File: config.mk
export PLATFORM = sky130hd
export DESIGN_NAME = vstg_lane
export DESIGN_NICKNAME = d
export VERILOG_FILES = /design/src/hdl/vstg_pkg.sv /design/src/hdl/vstg_lane.sv
export SDC_FILE = /design/constraint.sdc
export NUM_CORES = 2
export LEC_CHECK = 0
export BUFFER_PORTS_ARGS = -buffer_cell sky130_fd_sc_hd__buf_2
export CORE_MARGIN = 8
export CORE_UTILIZATION = 35
export DETAILED_ROUTE_END_ITERATION = 8
export GPL_TIMING_DRIVEN = 0
export MAX_ROUTING_LAYER = met4
export PLACE_DENSITY = 0.55
export SLEW_MARGIN = 20
export SYNTH_ARGS = -nofsm -noshare
export SYNTH_HDL_FRONTEND = slang
export SYNTH_SLANG_ARGS = --single-unit
File: constraint.sdc
create_clock -name clk -period 16.4 [get_ports clk]
set_input_delay 1.64 -clock clk [delete_from_list [all_inputs] [get_ports clk]]
set_output_delay 1.64 -clock clk [all_outputs]
set_load 0.005 [all_outputs]
File: src/hdl/vstg_pkg.sv
// Shared types, constants and state encodings of the triangle generator.
package vstg_pkg;

    // Number of output channels, one lane each
    localparam int CHANNELS = 2;

    // Field widths
    localparam int RATE_W  = 18;
    localparam int IDX_W   = 32;
    localparam int FREQ_W  = 32;
    localparam int PHASE_W = 32;
    localparam int DUTY_W  = 17;
    localparam int LEVEL_W = 16;
    localparam int CNT_W   = 2;
    localparam int TIME_W  = 48;
    localparam int QUOT_W  = 64;
    localparam int U_W     = 32;
    localparam int R_W     = 33;

    // Time divider: quotient bits retired per cycle
    localparam int DIV_STEP  = 8;
    localparam int DIV_CYC   = QUOT_W / DIV_STEP;
    localparam int DIV_CNT_W = $clog2(DIV_CYC);

    // Lane divider: quotient bits of the slope division
    localparam int SQ_W      = 17;
    localparam int SQ_CNT_W  = $clog2(SQ_W);

    // Duty ratio of one in Q1.16
    localparam logic [DUTY_W-1:0] DUTY_ONE = 17'h10000;

    // APB register map
    localparam int ADDR_W = 4;
    localparam logic [1:0] REG_SAMPLE_RATE = 2'd0;
    localparam logic [1:0] REG_TIME_ORIGIN = 2'd1;
    localparam logic [1:0] REG_CHANNELS    = 2'd2;

    localparam logic [RATE_W-1:0] RATE_RESET     = 18'd48000;
    localparam logic [CNT_W-1:0]  CHANNELS_RESET = 2'd2;

    typedef enum logic [2:0] {
        ST_IDLE,
        ST_DIV,
        ST_ADD,
        ST_MUL,
        ST_PHASE,
        ST_START,
        ST_LANE,
        ST_OUT
    } top_state_t;

    typedef enum logic [1:0] {
        LN_IDLE,
        LN_MUL,
        LN_DIV,
        LN_FIN
    } lane_state_t;

    // Command from the sequencer to every lane
    typedef struct packed {
        logic            start;
        logic [U_W-1:0]  phase;
        logic [R_W-1:0]  ratio;
    } lane_cmd_t;

endpackage

File: src/hdl/vstg_lane.sv
// One channel lane: slope multiply, bit-serial slope divide, sign and clamp.
module vstg_lane (
    input  logic                              clk,
    input  logic                              rst_n,
    input  vstg_pkg::lane_cmd_t               cmd,
    input  logic signed [vstg_pkg::LEVEL_W-1:0] level,
    output logic                              done,
    output logic signed [vstg_pkg::LEVEL_W-1:0] sample
);
    import vstg_pkg::*;

    lane_state_t            state_reg, state_next;
    logic                   done_next;
    logic                   rising_reg, rising_next;
    logic                   neg_reg, neg_next;
    logic [LEVEL_W-1:0]     mag_reg, mag_next;
    logic [U_W-1:0]         dist_reg, dist_next;
    logic [R_W-1:0]         divisor_reg, divisor_next;
    logic [R_W-1:0]         rem_reg, rem_next;
    logic [SQ_W-1:0]        work_reg, work_next;
    logic [SQ_CNT_W-1:0]    cnt_reg, cnt_next;
    logic signed [LEVEL_W-1:0] sample_reg, sample_next;
    logic                   done_reg;
    logic [47:0]            product;
    logic [R_W:0]           trial;
    logic signed [LEVEL_W+2:0] vee;
    logic signed [LEVEL_W+2:0] wye;

    assign product = mag_reg * dist_reg;
    assign trial   = {rem_reg, work_reg[SQ_W-1]};

    // Signed result from the slope quotient held in work_reg
    always_comb
    begin
        if (rising_reg)
            vee = signed'({2'b00, work_reg}) - signed'({3'b000, mag_reg});
        else
            vee = signed'({3'b000, mag_reg}) - signed'({2'b00, work_reg});
        wye = neg_reg ? -vee : vee;
    end

    // Sequence: latch, multiply, divide, finish
    always_comb
    begin
        state_next   = state_reg;
        done_next    = 1'b0;
        rising_next  = rising_reg;
        neg_next     = neg_reg;
        mag_next     = mag_reg;
        dist_next    = dist_reg;
        divisor_next = divisor_reg;
        rem_next     = rem_reg;
        work_next    = work_reg;
        cnt_next     = cnt_reg;
        sample_next  = sample_reg;
        unique case (state_reg)
            LN_IDLE:
            begin
                if (cmd.start)
                begin
                    rising_next = {1'b0, cmd.phase} < cmd.ratio;
                    neg_next    = level[LEVEL_W-1];
                    mag_next    = level[LEVEL_W-1] ? LEVEL_W'(-level) : level;
                    if ({1'b0, cmd.phase} < cmd.ratio)
                    begin
                        dist_next    = cmd.phase;
                        divisor_next = cmd.ratio;
                    end
                    else
                    begin
                        dist_next    = U_W'({1'b0, cmd.phase} - cmd.ratio);
                        divisor_next = {1'b1, 32'h0} - cmd.ratio;
                    end
                    state_next = LN_MUL;
                end
            end
            LN_MUL:
            begin
                // numerator is 2*m*d; its top bits seed the remainder
                rem_next   = {1'b0, product[47:16]};
                work_next  = {product[15:0], 1'b0};
                cnt_next   = '0;
                state_next = LN_DIV;
            end
            LN_DIV:
            begin
                if (trial >= {1'b0, divisor_reg})
                begin
                    rem_next  = R_W'(trial - {1'b0, divisor_reg});
                    work_next = {work_reg[SQ_W-2:0], 1'b1};
                end
                else
                begin
                    rem_next  = trial[R_W-1:0];
                    work_next = {work_reg[SQ_W-2:0], 1'b0};
                end
                cnt_next = cnt_reg + 1'b1;
                if (cnt_reg == SQ_CNT_W'(SQ_W - 1))
                    state_next = LN_FIN;
            end
            LN_FIN:
            begin
                // clamp the one overflow case, a full negative peak
                if (wye > signed'((LEVEL_W+3)'(32767)))
                    sample_next = 16'sh7fff;
                else if (wye < -signed'((LEVEL_W+3)'(32768)))
                    sample_next = 16'sh8000;
                else
                    sample_next = wye[LEVEL_W-1:0];
                done_next  = 1'b1;
                state_next = LN_IDLE;
            end
            default:
            begin
                state_next = LN_IDLE;
            end
        endcase
    end

    always_ff @(posedge clk or negedge rst_n)
    begin
        if (!rst_n)
        begin
            state_reg <= LN_IDLE;
            done_reg  <= 1'b0;
            cnt_reg   <= '0;
        end
        else
        begin
            state_reg <= state_next;
            done_reg  <= done_next;
            cnt_reg   <= cnt_next;
        end
    end

    always_ff @(posedge clk)
    begin
        rising_reg  <= rising_next;
        neg_reg     <= neg_next;
        mag_reg     <= mag_next;
        dist_reg    <= dist_next;
        divisor_reg <= divisor_next;
        rem_reg     <= rem_next;
        work_reg    <= work_next;
        sample_reg  <= sample_next;
    end

    assign done   = done_reg;
    assign sample = sample_reg;

endmodule

==> results_dict.tcl <==
set metrics [dict create \
    outcome "completed" \
    path_buf_inv 4 \
    rsz0062_at_grt "no" \
    finalHoldViolations 0 \
    io_pins 101 \
    hold_path_class "reg -> reg" \
    max_slew.worst_pin.slew_ps 1090 \
    critPathLaunch "mag_reg[14]$_DFFE_PP_" \
    holdBufCountCts 0 \
    critPathMostFrequentCell "fa_1" \
    max_freq_mhz 113 \
    post_dp_cell_area_um2 30700 \
    place_ws_ps 7730 \
    drc 0 \
    required_ps 16590 \
    drt-total-wl_um 91100 \
    grt_max_degree 53 \
    r2r-end "rem_reg[30]$_DFFE_PP_" \
    met3_usage 0.0237 \
    h-tree-depth 4 \
    min_to "state_reg[0]$_DFFE_PN0P_" \
    worstPathCellList "clkbuf_1 > nand2_1 > fa_1 > fa_1 > inv_1 > fa_1 > fa_1 > fa_1 > inv_1 > fa_1 > inv_1 > ha_1 > a21oi_1 > o21ai_0 > o31a_1 > a32o_1 > nor3_1 > o31ai_1 > a221o_1 > a221oi_1 > xor2_1 > mux2i_1" \
    critPathTopFamily "adder cells" \
    synth_edf_count 149 \
    crit_path_max_fanout 10 \
    crit_type "reg -> reg" \
    final_area_um2 31400 \
    drv_cap 0 \
    grt_pass1_wl_um 142000 \
    clk_path_buf_depth 2 \
    synthesis.nets 3944 \
    cts_resized 0 \
    max_stage_delay_ps 930 \
    cts_sinks 157 \
    fin_skew_ps 16.4 \
    hpwl_um 75200 \
    cp-start-kind "flop" \
    die_area_um2 91800 \
    endpoint_kind "flop" \
    synth_cells 3212 \
    fin_tns_setup_ps 0 \
    clkTransAtPathRegs_ps 70 \
    ys_ff_latch 157 \
    setup_viol 0 \
    yosys_most_used_dff "edfxtp_1" \
    setup_slack_ps 7580 \
    critical-path-slowest-cell "edfxtp_1" \
    vias_per_cell 5.18 \
    dr.pass1.iters 5 \
    cts_root_buf "clkbuf_16" \
    use_met1 0.282 \
    via_count 22900 \
    syn_area_per_cell_um2 8.97 \
    slew_headroom 0.271 \
    initial_utilization 0.352 \
    dieWidth_um 303 \
    n_fill_cell 8388 \
    synthDistinctLibCells 84 \
    slew_violations 0 \
    io_buffer_count 100 \
    rrSetupSlack_ps 7580 \
    wl_per_cell_um 20.6 \
    fp.dieH_um 303 \
    holdPathStages 1 \
    final_nets 4065 \
    r2r_start "mag_reg[14]$_DFFE_PP_" \
    cts_inserted_buffers 17 \
    yosys_warnings 0 \
    multi_input_area_um2 21400 \
    final-instance-count-excl-fill 4419 \
    drt_iter0_markers 1637 \
    regArea_um2 4670 \
    min_from "state_reg[0]$_DFFE_PN0P_" \
    synth_area_um2 28800 \
    clk_latency_ps 470 \
    period_needed_ps 8820 \
    antenna_found_initial 4 \
    ys_seq_area_frac 0.162 \
    drive_above_1_share 0.0637 \
    r2r_cells 22 \
    fin_crit_sh 0.538 \
    met2_usage 0.340 \
    cp.arrival_ps 9020 \
    cts_setup_buffers 0 \
    busiest_layer "met2" \
    rows 105 \
    syn2layout_area_growth_pct 8.81 \
    track_usage 0.209 \
    ant_nets 0 \
    place_congestion 0.919 \
    synthArstFlopShare 0.0510 \
    core_region_area_um2 81800 \
    gr-total-overflow 0 \
    grt_pass1_vias 23600 \
    dpl.cell_count 4384 \
    cts_tree "done" \
]
synth_stat cells (6+ instances only):
master,count,area [µm²]
o31a_1,9,78.8
o211ai_1,27,203
nand2b_1,20,125
buf_2,6,30.0
xor2_1,35,307
nand3b_1,8,60.1
nor3b_1,6,45.0
o31ai_1,21,158
and3_1,14,87.6
o21ai_0,142,711
nor4_1,8,50.1
nor2_1,76,285
nor3_1,35,175
nand3_1,33,165
a21oi_1,115,576
dfrtp_1,8,200
o21bai_1,17,128
mux2_2,42,473
and4_1,9,78.8
xnor2_1,118,1030
or2_2,9,56.3
nor2b_1,19,119
a211oi_1,15,113
and2_1,225,1410
ha_1,226,2830
buf_1,7,26.3
mux2i_1,20,200
nand2_1,418,1570
or4_1,6,45.0
fa_1,422,8450
a21o_1,66,495
clkbuf_1,112,420
nand4_1,17,106
o21a_1,21,158
inv_1,597,2240
a31oi_1,19,119
o41ai_1,6,52.6
or3_1,16,100
edfxtp_1,149,4470
cells in the final DEF (no fill, tap or decap), types with 66 or more instances in the layout:
cell        n
a21o_1     66
a21oi_1   115
and2_1    224
buf_2     106
clkbuf_1  112
edfxtp_1  149
fa_1      422
ha_1      225
inv_1     597
nand2_1   418
nor2_1     76
o21ai_0   142
xnor2_1   118
kinds of logic after synthesis:
| kind of cell | count (synthesis) | synth area share |
|---|---|---|
| AND/OR/NAND/NOR | 937 | 0.162 |
| buffers and inverters | 725 | 0.0948 |
| adder cells (fa/ha/maj) | 648 | 0.391 |
| AO/OA/AOI/OAI | 528 | 0.119 |
| flip-flops | 157 | 0.162 |
| XOR/XNOR | 154 | 0.0471 |
| multiplexers | 63 | 0.0239 |
stage by stage:
| step | hold WS [ps] | util |
|---|---|---|
| after global routing | 600 | 0.383 |
| after CTS | 542 | 0.383 |
| final | 546 | 0.383 |
| after floorplan | 500 | - |
| after global placement | 539 | 0.374 |
| after detailed placement | 527 | 0.375 |
worst reg2reg max path: stages (launching register included):
cell and delay [ps]:
edfxtp_1 930, clkbuf_1 750, nand2_1 170, fa_1 590, fa_1 560, inv_1 50, fa_1 510, fa_1 540
fa_1 550, inv_1 60, fa_1 530, inv_1 70, ha_1 390, a21oi_1 310, o21ai_0 140, o31a_1 350
a32o_1 340, nor3_1 340, o31ai_1 230, a221o_1 380, a221oi_1 370, xor2_1 290, mux2i_1 100
routing by layer:
layer | part of all wire | vias to the layer above
met1 | 0.46 | 11600
met4 | 0.017 | 0
li1 | - | 10600
met2 | 0.48 | 597
met3 | 0.047 | 86
met5 | 0 | -
layout make-up:
cell class | count | area share
diodes | 3 | 0.000239
inverters | 599 | 0.0717
clock buffers | 18 | 0.0140
multi-input cells | 2330 | 0.683
repair buffers | 102 | 0.0177
clock inverters | 14 | 0.00583
plain buffers | 126 | 0.0154
flip-flops and latches | 157 | 0.149
well taps | 1070 | 0.0427
how the worst max path moves through the flow:
stage | endpoint | slack [ps] | cells after the start
finish | rem_reg[30]$_DFFE_PP_ | 7580 | 22
global route | rem_reg[30]$_DFFE_PP_ | 7240 | 22
CTS | rem_reg[30]$_DFFE_PP_ | 7690 | 22
detailed placement | rem_reg[30]$_DFFE_PP_ | 7730 | 22
global placement | rem_reg[30]$_DFFE_PP_ | 7690 | 22
floorplan | rem_reg[30]$_DFFE_PP_ | 9670 | 22
Power is not shown: default switching activity piles up to over one toggle a cycle in this logic, so the estimate is an artifact.
