===== config.mk =====
export PLATFORM = sky130hd
export DESIGN_NAME = vstg_time_div
export DESIGN_NICKNAME = d
export VERILOG_FILES = /design/src/hdl/vstg_pkg.sv /design/src/hdl/vstg_time_div.sv
export SDC_FILE = /design/constraint.sdc
export NUM_CORES = 1
export LEC_CHECK = 0
export BUFFER_PORTS_ARGS = -buffer_cell sky130_fd_sc_hd__buf_2
export CAP_MARGIN = 40
export CORE_UTILIZATION = 50
export DETAILED_ROUTE_END_ITERATION = 10
export HOLD_SLACK_MARGIN = 0.08
export MAX_ROUTING_LAYER = met4
export PLACE_DENSITY = 0.69
export SETUP_SLACK_MARGIN = 0.3
export SKIP_LAST_GASP = 1
export SYNTH_ARGS = -nofsm -noshare
export SYNTH_HDL_FRONTEND = slang
export SYNTH_SLANG_ARGS = --single-unit

===== constraint.sdc =====
create_clock -name clk -period 45.4 [get_ports clk]
set_input_delay 4.54 -clock clk [delete_from_list [all_inputs] [get_ports clk]]
set_output_delay 4.54 -clock clk [all_outputs]
set_load 0.05 [all_outputs]

===== src/hdl/vstg_pkg.sv =====
// Shared types, constants and state encodings of the triangle generator.
package vstg_pkg;

    // Number of output channels, one lane each
    localparam int CHANNELS = 2;

    // Field widths
    localparam int RATE_W  = 18;
    localparam int IDX_W   = 32;
    localparam int FREQ_W  = 32;
    localparam int PHASE_W = 32;
    localparam int DUTY_W  = 17;
    localparam int LEVEL_W = 16;
    localparam int CNT_W   = 2;
    localparam int TIME_W  = 48;
    localparam int QUOT_W  = 64;
    localparam int U_W     = 32;
    localparam int R_W     = 33;

    // Time divider: quotient bits retired per cycle
    localparam int DIV_STEP  = 8;
    localparam int DIV_CYC   = QUOT_W / DIV_STEP;
    localparam int DIV_CNT_W = $clog2(DIV_CYC);

    // Lane divider: quotient bits of the slope division
    localparam int SQ_W      = 17;
    localparam int SQ_CNT_W  = $clog2(SQ_W);

    // Duty ratio of one in Q1.16
    localparam logic [DUTY_W-1:0] DUTY_ONE = 17'h10000;

    // APB register map
    localparam int ADDR_W = 4;
    localparam logic [1:0] REG_SAMPLE_RATE = 2'd0;
    localparam logic [1:0] REG_TIME_ORIGIN = 2'd1;
    localparam logic [1:0] REG_CHANNELS    = 2'd2;

    localparam logic [RATE_W-1:0] RATE_RESET     = 18'd48000;
    localparam logic [CNT_W-1:0]  CHANNELS_RESET = 2'd2;

    typedef enum logic [2:0] {
        ST_IDLE,
        ST_DIV,
        ST_ADD,
        ST_MUL,
        ST_PHASE,
        ST_START,
        ST_LANE,
        ST_OUT
    } top_state_t;

    typedef enum logic [1:0] {
        LN_IDLE,
        LN_MUL,
        LN_DIV,
        LN_FIN
    } lane_state_t;

    // Command from the sequencer to every lane
    typedef struct packed {
        logic            start;
        logic [U_W-1:0]  phase;
        logic [R_W-1:0]  ratio;
    } lane_cmd_t;

endpackage


===== src/hdl/vstg_time_div.sv =====
// Radix-256 restoring divider: floor(index * 2^32 / rate).
module vstg_time_div (
    input  logic                          clk,
    input  logic                          rst_n,
    input  logic                          start,
    input  logic [vstg_pkg::IDX_W-1:0]    index,
    input  logic [vstg_pkg::RATE_W-1:0]   rate,
    output logic                          done,
    output logic [vstg_pkg::QUOT_W-1:0]   quotient
);
    import vstg_pkg::*;

    logic                 busy_reg, busy_next;
    logic                 done_reg, done_next;
    logic [DIV_CNT_W-1:0] cnt_reg, cnt_next;
    logic [RATE_W-1:0]    rate_reg, rate_next;
    logic [RATE_W-1:0]    rem_reg, rem_next;
    logic [QUOT_W-1:0]    work_reg, work_next;
    logic [RATE_W-1:0]    rem_step;
    logic [QUOT_W-1:0]    work_step;

    // Retire eight quotient bits
    always_comb
    begin
        logic [RATE_W:0] trial;
        rem_step  = rem_reg;
        work_step = work_reg;
        for (int i = 0; i < DIV_STEP; i++)
        begin
            trial = {rem_step, work_step[QUOT_W-1]};
            if (trial >= {1'b0, rate_reg})
            begin
                rem_step  = RATE_W'(trial - {1'b0, rate_reg});
                work_step = {work_step[QUOT_W-2:0], 1'b1};
            end
            else
            begin
                rem_step  = trial[RATE_W-1:0];
                work_step = {work_step[QUOT_W-2:0], 1'b0};
            end
        end
    end

    // Load on start, iterate while busy
    always_comb
    begin
        busy_next = busy_reg;
        done_next = 1'b0;
        cnt_next  = cnt_reg;
        rate_next = rate_reg;
        rem_next  = rem_reg;
        work_next = work_reg;
        if (start)
        begin
            busy_next = 1'b1;
            cnt_next  = '0;
            rate_next = (rate == '0) ? RATE_W'(1) : rate;
            rem_next  = '0;
            work_next = {index, 32'h0};
        end
        else if (busy_reg)
        begin
            rem_next  = rem_step;
            work_next = work_step;
            cnt_next  = cnt_reg + 1'b1;
            if (cnt_reg == DIV_CNT_W'(DIV_CYC - 1))
            begin
                busy_next = 1'b0;
                done_next = 1'b1;
            end
        end
    end

    always_ff @(posedge clk or negedge rst_n)
    begin
        if (!rst_n)
        begin
            busy_reg <= 1'b0;
            done_reg <= 1'b0;
            cnt_reg  <= '0;
        end
        else
        begin
            busy_reg <= busy_next;
            done_reg <= done_next;
            cnt_reg  <= cnt_next;
        end
    end

    always_ff @(posedge clk)
    begin
        rate_reg <= rate_next;
        rem_reg  <= rem_next;
        work_reg <= work_next;
    end

    assign done     = done_reg;
    assign quotient = work_reg;

endmodule


==> summary.md, run 1 <==
| Metric | Value |
|---|---|
| Worst Tran Pin Value | 0.875 ns |
| H-tree Lvls | 3 |
| Cell count after synthesis | around 1,600 |
| Max-slew headroom | 41.3% |
| Most used DFF post-synth | edfxtp_1 |
| Crit-path max FO | 28 |
| Seq cells post-synth | 105 |
| Resized cells post-CTS | 0 |
| Cts hold-fix bufs | 0 |
| Worst Reg-to-Reg Cells | 95 |
| CP startpoint | rate_reg[1] |
| Critical path class | reg -> reg |
| RSZ-0062 raised after global routing | false |
| # rows | a little under 60 |
| Worst skew pair latency | between 0.3 and 0.4 ns |
| Instance count on the critical path | between 90 and 100 |
| Number of fillers in the final layout | 2,355 |
| CORE AREA | 0.0252 sq mm |
| Syn_nets | 1,765 |
| Ys async rst share | ~4.8% |
| Yosys warns | 0 |
| Die Span Y | around 160 um |
| Synth-to-Final Area Change | 6.29% |
| Vias in the first global route | about 11,000 |
| Antenna violations before repair | 0 |
| CP top delay family | compound AO/OA/AOI/OAI gates |
| Req. time, crit path | 45.65 ns |
| Hold Crit Class | reg -> reg |
| TNS Setup | 0 ns |
| # IOs | around 120 |
| Worst Skew | about 0.01 ns |
| Dominant cell type by area after synthesis | ha_1 |
| Global-route usage over all layers | a little under a third |
| Total gr overflow | 0 |
| Effective utilization at floorplan | about half |
| Share of the synthesized area in the top cell type | roughly 14% |
| Fmax achieved | slightly above 40 MHz |
| Average routed wire per standard cell | around 20 um |
| CP Capture Point | rem_reg[6] |
| Post-Syn Area | 0.0128 sq mm |
| Status | finished clean |
| Syn Area/Cell | roughly 8.2 sq um |
| R2R setup slack | between 20 and 25 ns |
| Share of cells above drive strength 1 | roughly 15% |
| Final Wtd Congestion | between 0.9 and 1 |
| Slowest CP cell | or3_1 |
| Root buffer cell | clkbuf_16 |
| Final Hold Fails | 0 |
| WL final | around 38 mm |
| Clock slew at reported path FFs | around 0.080 ns |
| Iter 0 DRT Violations | ~960 |
| Final ANT Viol Nets | 0 |
| Worst setup SP type | flop |
| Netlist cell types | 90 |
| Slew Limit Fails | 0 |
| Via Count | 11,700 |
| Nets@finish | 1,799 |
| Max stage delay on crit path | between 0.7 and 0.8 ns |
| Register area share after synthesis | between 20% and 30% |
| WP buf/inv | 8 |
| Clk buf depth | 2 |
| Overall die area | approximately 0.026 sq mm |
| Synth top area cells | ha_1 14%, edfxtp_1 12%, dfxtp_1 7.8% |
| CTS tree | built |
| Largest net degree at the start of global routing | a little under 80 |
| DR vias/cell | a little over 6 |
| Die Wd | about 160 um |
| CP most frequent cell | o21ai_0 |
| Antenna diodes | 0 |
| Total setup buffers inserted after CTS | 0 |
| Setup-failing EPs final | 0 |
| Critical path arrival | around 25 ns |
| # clock sinks | 105 |
| Min Tclk post-route | 24.48 ns |
| Maxcap violations | 0 |
| CTS Buf Count | 9 |
| Capturing point of the worst reg2reg path | rem_reg[6] |
| # port buffers | 117 |
| Largest register FFs | 64 |
| Worst Setup End Kind | flop |
| First-pass detailed-route iteration total | 6 |
| Drt drc | 0 |
| Final period util | 53.9% |
| First-pass GRT wire length | about 60 mm |
| EDFF count, synth | 50 |
| HPWL Detailed | 29.9 mm |
| Reg2reg start | rate_reg[1] |
[placed cells by master (no fill, tap or decap), types with 13 or more instances in the layout]
cell      count
o21bai_1     14
inv_1        93
mux2i_1      55
buf_4        22
or3_1        13
nand4_1      21
nand3_1      25
nand2b_1     19
nand2_1     125
dfxtp_1      50
mux2_2       61
nor2_1      128
nor3_1       23
nor2b_1      22
a21oi_1     101
xor2_1       33
buf_2       116
o31ai_1      13
a22o_1       27
edfxtp_1     50
a21o_1       42
o21ai_0      97
o21a_1       27
a211oi_1     17
xnor2_1      62
ha_1        146
[area by class of cell]
cell class | instances | area (sq um) | share of cell area (%)
multi-input combinational | 1244 | 9180 | 67.3
sequential | 105 | 2630 | 19.3
tap | 330 | 413 | 3.03
timing repair buffer | 139 | 757 | 5.55
inverter | 93 | 349 | 2.56
clock buffer | 9 | 225 | 1.65
clock inverter | 7 | 82.6 | 0.606
[worst min path at each step]
stage | start | slack (ns) | endpoint | cells after the start
2_1_floorplan | rem_reg[3] | 0.45 | rem_reg[3] | 2
3_5_place_dp | rem_reg[1] | 0.50 | rem_reg[1] | 1
5_1_grt | rem_reg[16] | 0.55 | rem_reg[16] | 2
6_report | rem_reg[1] | 0.51 | rem_reg[1] | 1
3_3_place_gp | rem_reg[1] | 0.50 | rem_reg[1] | 1
4_1_cts | rem_reg[1] | 0.52 | rem_reg[1] | 1
[synthesized netlist by cell type (10+ instances only)]
master,instances
edfxtp_1,50
xnor2_1,62
ha_1,146
or3_1,13
o21a_1,27
nor2b_1,23
a22o_1,27
xor2_1,33
nand2b_1,19
inv_1,93
a21oi_1,101
a21o_1,42
o31ai_1,13
a211oi_1,17
buf_4,60
nand4_1,21
nor2_1,128
clkbuf_1,45
a31oi_1,10
and3_1,12
a21boi_0,12
and2_1,10
nand2_1,125
mux2_2,61
o21ai_0,97
nor3_1,24
mux2i_1,56
dfxtp_1,50
nand3_1,25
o21bai_1,14
[cells by family (layout without fill, tap and decap cells)]
group | Yosys count | in the layout | synth area share (%)
flops | 105 | 105 | 20.5
fa+ha+maj | 154 | 154 | 15.5
compound gates | 439 | 439 | 23.2
simple gates | 437 | 437 | 16.4
buf+inv | 209 | 248 | 8.04
mux | 119 | 119 | 9.90
xor+xnor | 95 | 95 | 6.48
[routing by layer]
layer / track usage [%] / vias to the layer above / wire length, um
li1: - / 5725 / -
met1: 39.8 / 5452 / 17100
met3: 2.81 / 76 / 2280
met4: 12.1 / 0 / 1470
met5: - / - / 0
met2: 47.8 / 445 / 17500
[per-stage QoR]
step	setup slack [ns]	util [%]	instance area [sq um]	hold WS, ns	instances
after detailed placement	21.52	52.9	13300	0.504	1911
after global routing	18.81	54.2	13600	0.550	1927
after CTS	21.35	54.2	13600	0.522	1927
after floorplan	24.09	-	12800	0.451	1558
final	20.92	54.2	13600	0.513	1927
after global placement	22.05	52.9	13300	0.496	1909
Power of run 1 is not shown: default switching activity piles up to over one toggle a cycle in this logic, so the estimate is an artifact.
==> inputs of run 2 (changes only) <==
--- a/config.mk
+++ b/config.mk
@@ -11,7 +11,7 @@
 export DETAILED_ROUTE_END_ITERATION = 10
 export HOLD_SLACK_MARGIN = 0.08
 export MAX_ROUTING_LAYER = met4
-export PLACE_DENSITY = 0.69
+export PLACE_DENSITY = 0.72
 export SETUP_SLACK_MARGIN = 0.3
 export SKIP_LAST_GASP = 1
 export SYNTH_ARGS = -nofsm -noshare
==> constraint.sdc (replaced) <==
create_clock -name clk -period 21.9 [get_ports clk]
set_input_delay 2.19 -clock clk [delete_from_list [all_inputs] [get_ports clk]]
set_output_delay 2.19 -clock clk [all_outputs]
set_load 0.05 [all_outputs]
==> run 2 against run 1 <==
Clock skew down 0.0027 ns. Die area unchanged. Worst setup slack worse by 19 ns. Utilization up 1.4 points. Flip-flop and latch count unchanged. Sequential share of layout area down 0.49 points. Critical path depth down 7. First-iteration DRC count up 9.8%. Clock-buffer cell count up 1. Non-clock buffer count up 32. Fmax up 20%. Final cell count up 1.7%. Highest routed layer unchanged.
==> summary.md, run 2 (synthesis gave the netlist of run 1 again) <==
| Metric | Value |
|---|---|
| Status | finished clean (unchanged) |
| # clock sinks | 105 (unchanged) |
| Hold Path Origin | quotient[7] (was rem_reg[1]) |
| Clk buf depth | 2 (unchanged) |
| RSZ-0062 raised after global routing | false (unchanged) |
| First-pass detailed-route iteration total | 6 (unchanged) |
| WP buf/inv | 6 (was 8) |
| Slowest CP cell | a211o_4 (was or3_1) |
| Critical path arrival | 20.66 ns (was 24.72 ns) |
| Largest net degree at the start of global routing | 82 (was 78) |
| Vias in the first global route | 11,300 (was 10,900) |
| Maxcap violations | 0 (unchanged) |
| Average routed wire per standard cell | 21.0 um (was 19.9 um) |
| CTS Buf Count | 9 (unchanged) |
| Root buffer cell | clkbuf_16 (unchanged) |
| CP top delay family | compound AO/OA/AOI/OAI gates (unchanged) |
| Overall die area | 0.0263 sq mm (unchanged) |
| # IOs | 118 (unchanged) |
| Share of cells above drive strength 1 | 17.7% (was 15.2%) |
| H-tree Lvls | 3 (unchanged) |
| Final ANT Viol Nets | 0 (unchanged) |
| Synth-to-Final Area Change | 9.09% (was 6.29%) |
| Cts hold-fix bufs | 0 (unchanged) |
| Critical path class | reg -> reg (unchanged) |
| Worst Tran Pin Value | 0.858 ns (was 0.875 ns) |
| Final Hold Fails | 0 (unchanged) |
| Effective utilization at floorplan | 51.0% (unchanged) |
| Final period util | 93.2% (was 53.9%) |
| Hold Crit Class | reg -> reg (unchanged) |
| Worst Skew | 0.00751 ns (was 0.0102 ns) |
| Slew Limit Fails | 0 (unchanged) |
| CORE AREA | 0.0252 sq mm (unchanged) |
| Max stage delay on crit path | 0.44 ns (was 0.72 ns) |
| Drt drc | 0 (unchanged) |
| Clock slew at reported path FFs | 0.08 ns (about the same) |
| Crit-path max FO | 21 (was 28) |
| Capturing point of the worst reg2reg path | rem_reg[12] (was rem_reg[6]) |
| DR vias/cell | 6.18 (was 6.07) |
| Reg2reg start | rate_reg[10] (was rate_reg[1]) |
| Worst skew pair latency | 0.35 ns (about the same) |
| Commonest non-fill, non-tap cell in the layout | ha_1 (unchanged) |
| Die Wd | 162 um (unchanged) |
| Register area | 0.00263 sq mm (unchanged) |
| TNS Setup | 0 ns (unchanged) |
| Fmax achieved | 49.0 MHz (was 40.9 MHz) |
| Nets@finish | 1,832 (was 1,799) |
| Global-route usage over all layers | 32.0% (was 30.3%) |
| Max-slew headroom | 42.8% (was 41.3%) |
| Antenna violations before repair | 0 (unchanged) |
| Antenna diodes | 0 (unchanged) |
| Iter 0 DRT Violations | 1,056 (was 962) |
| WL final | 41.2 mm (was 38.3 mm) |
| First-pass GRT wire length | 63.0 mm (was 59.9 mm) |
| R2R setup slack | 1.48 ns (was 20.92 ns) |
| Area of the multi-input gates | 0.00928 sq mm (was 0.00918 sq mm) |
| Worst Reg-to-Reg Cells | 88 (was 95) |
| Req. time, crit path | 22.14 ns (was 45.65 ns) |
| CTS tree | built (unchanged) |
| Via Count | 12,100 (was 11,700) |
| Final Wtd Congestion | 1.02 (was 0.998) |
| Instance count on the critical path | 88 (was 95) |
| Min Tclk post-route | 20.42 ns (was 24.48 ns) |
| HPWL Detailed | 32.3 mm (was 29.9 mm) |
| # port buffers | 117 (unchanged) |
| Most frequent cells in the layout | 144 x ha_1, 127 x nor2_1, 125 x nand2_1 (was 146 x ha_1, 128 x nor2_1, 125 x nand2_1) |
| Setup-failing EPs final | 0 (unchanged) |
| Hold Path Cell Cnt | 2 (was 1) |
| # rows | 58 (unchanged) |
| Number of fillers in the final layout | 2,287 (was 2,355) |
| Largest register FFs | 64 (unchanged) |
| Die Span Y | 162 um (unchanged) |
| Worst setup SP type | flop (unchanged) |
| Worst Setup End Kind | flop (unchanged) |
| Hold Path End | quotient[7] (was rem_reg[1]) |
| Total gr overflow | 0 (unchanged) |
-- run 2: cell count changes in the layout (fill, tap and decap cells not counted), sizes merged --
cell      before  now
clkinv         2    5
buf          139  171
nand3         26   27
inv           97   94
clkbuf         9   10
clkinvlp       1    0
-- run 2: timing repair --
action,CTS,global route
setup buffers,0,10
cloned,0,1
endpoints found under the setup margin,18,19
pin swaps,0,3
resized for setup,3,29
-- run 2: final cells by class --
type | instances | area share [%]
Inverter | 93 | 2.49
Multi-Input combinational cell | 1245 | 66.3
Clock buffer | 10 | 1.79
Clock inverter | 6 | 0.510
Timing Repair Buffer | 171 | 7.19
Tap cell | 330 | 2.95
Sequential cell | 105 | 18.8
-- run 2: stage by stage --
step           area, sq um  hold WS [ns]  instances  util, %  setup WS [ns]
2_1_floorplan        12800         0.451       1558        -          0.591
3_3_place_gp         13500         0.490       1932     53.6          0.613
3_5_place_dp         13500         0.503       1933     53.6          0.211
4_1_cts              13800         0.516       1949     54.9          0.317
5_1_grt              14000         0.529       1960     55.6          0.293
6_report             14000         0.511       1960     55.6           1.48
-- run 2: tightest hold or removal path, stage by stage, from the launching register on --
cell      delay [ns]
dfxtp_1         0.33
nor2_1          0.09
a211oi_1        0.05
-- run 2: per-layer routing --
| metal | track usage (%) | vias up | wire length, um |
|---|---|---|---|
| met4 | 14.7 | 0 | 2080 |
| met3 | 3.14 | 116 | 3340 |
| met5 | - | - | 0 |
| li1 | - | 5787 | - |
| met2 | 51.1 | 598 | 18500 |
| met1 | 40.9 | 5620 | 17300 |
-- run 2: how the worst max path moves through the flow --
stage | end | start | slack (ns)
2_1_floorplan | rem_reg[11] | rate_reg[1] | 0.59
4_1_cts | rem_reg[12] | rate_reg[10] | 0.32
3_5_place_dp | rem_reg[11] | rate_reg[10] | 0.21
3_3_place_gp | rem_reg[7] | rate_reg[10] | 0.61
6_report | rem_reg[12] | rate_reg[10] | 1.48
5_1_grt | rem_reg[12] | quotient[63] | 0.29
Power of run 2 is left out for the same reason.
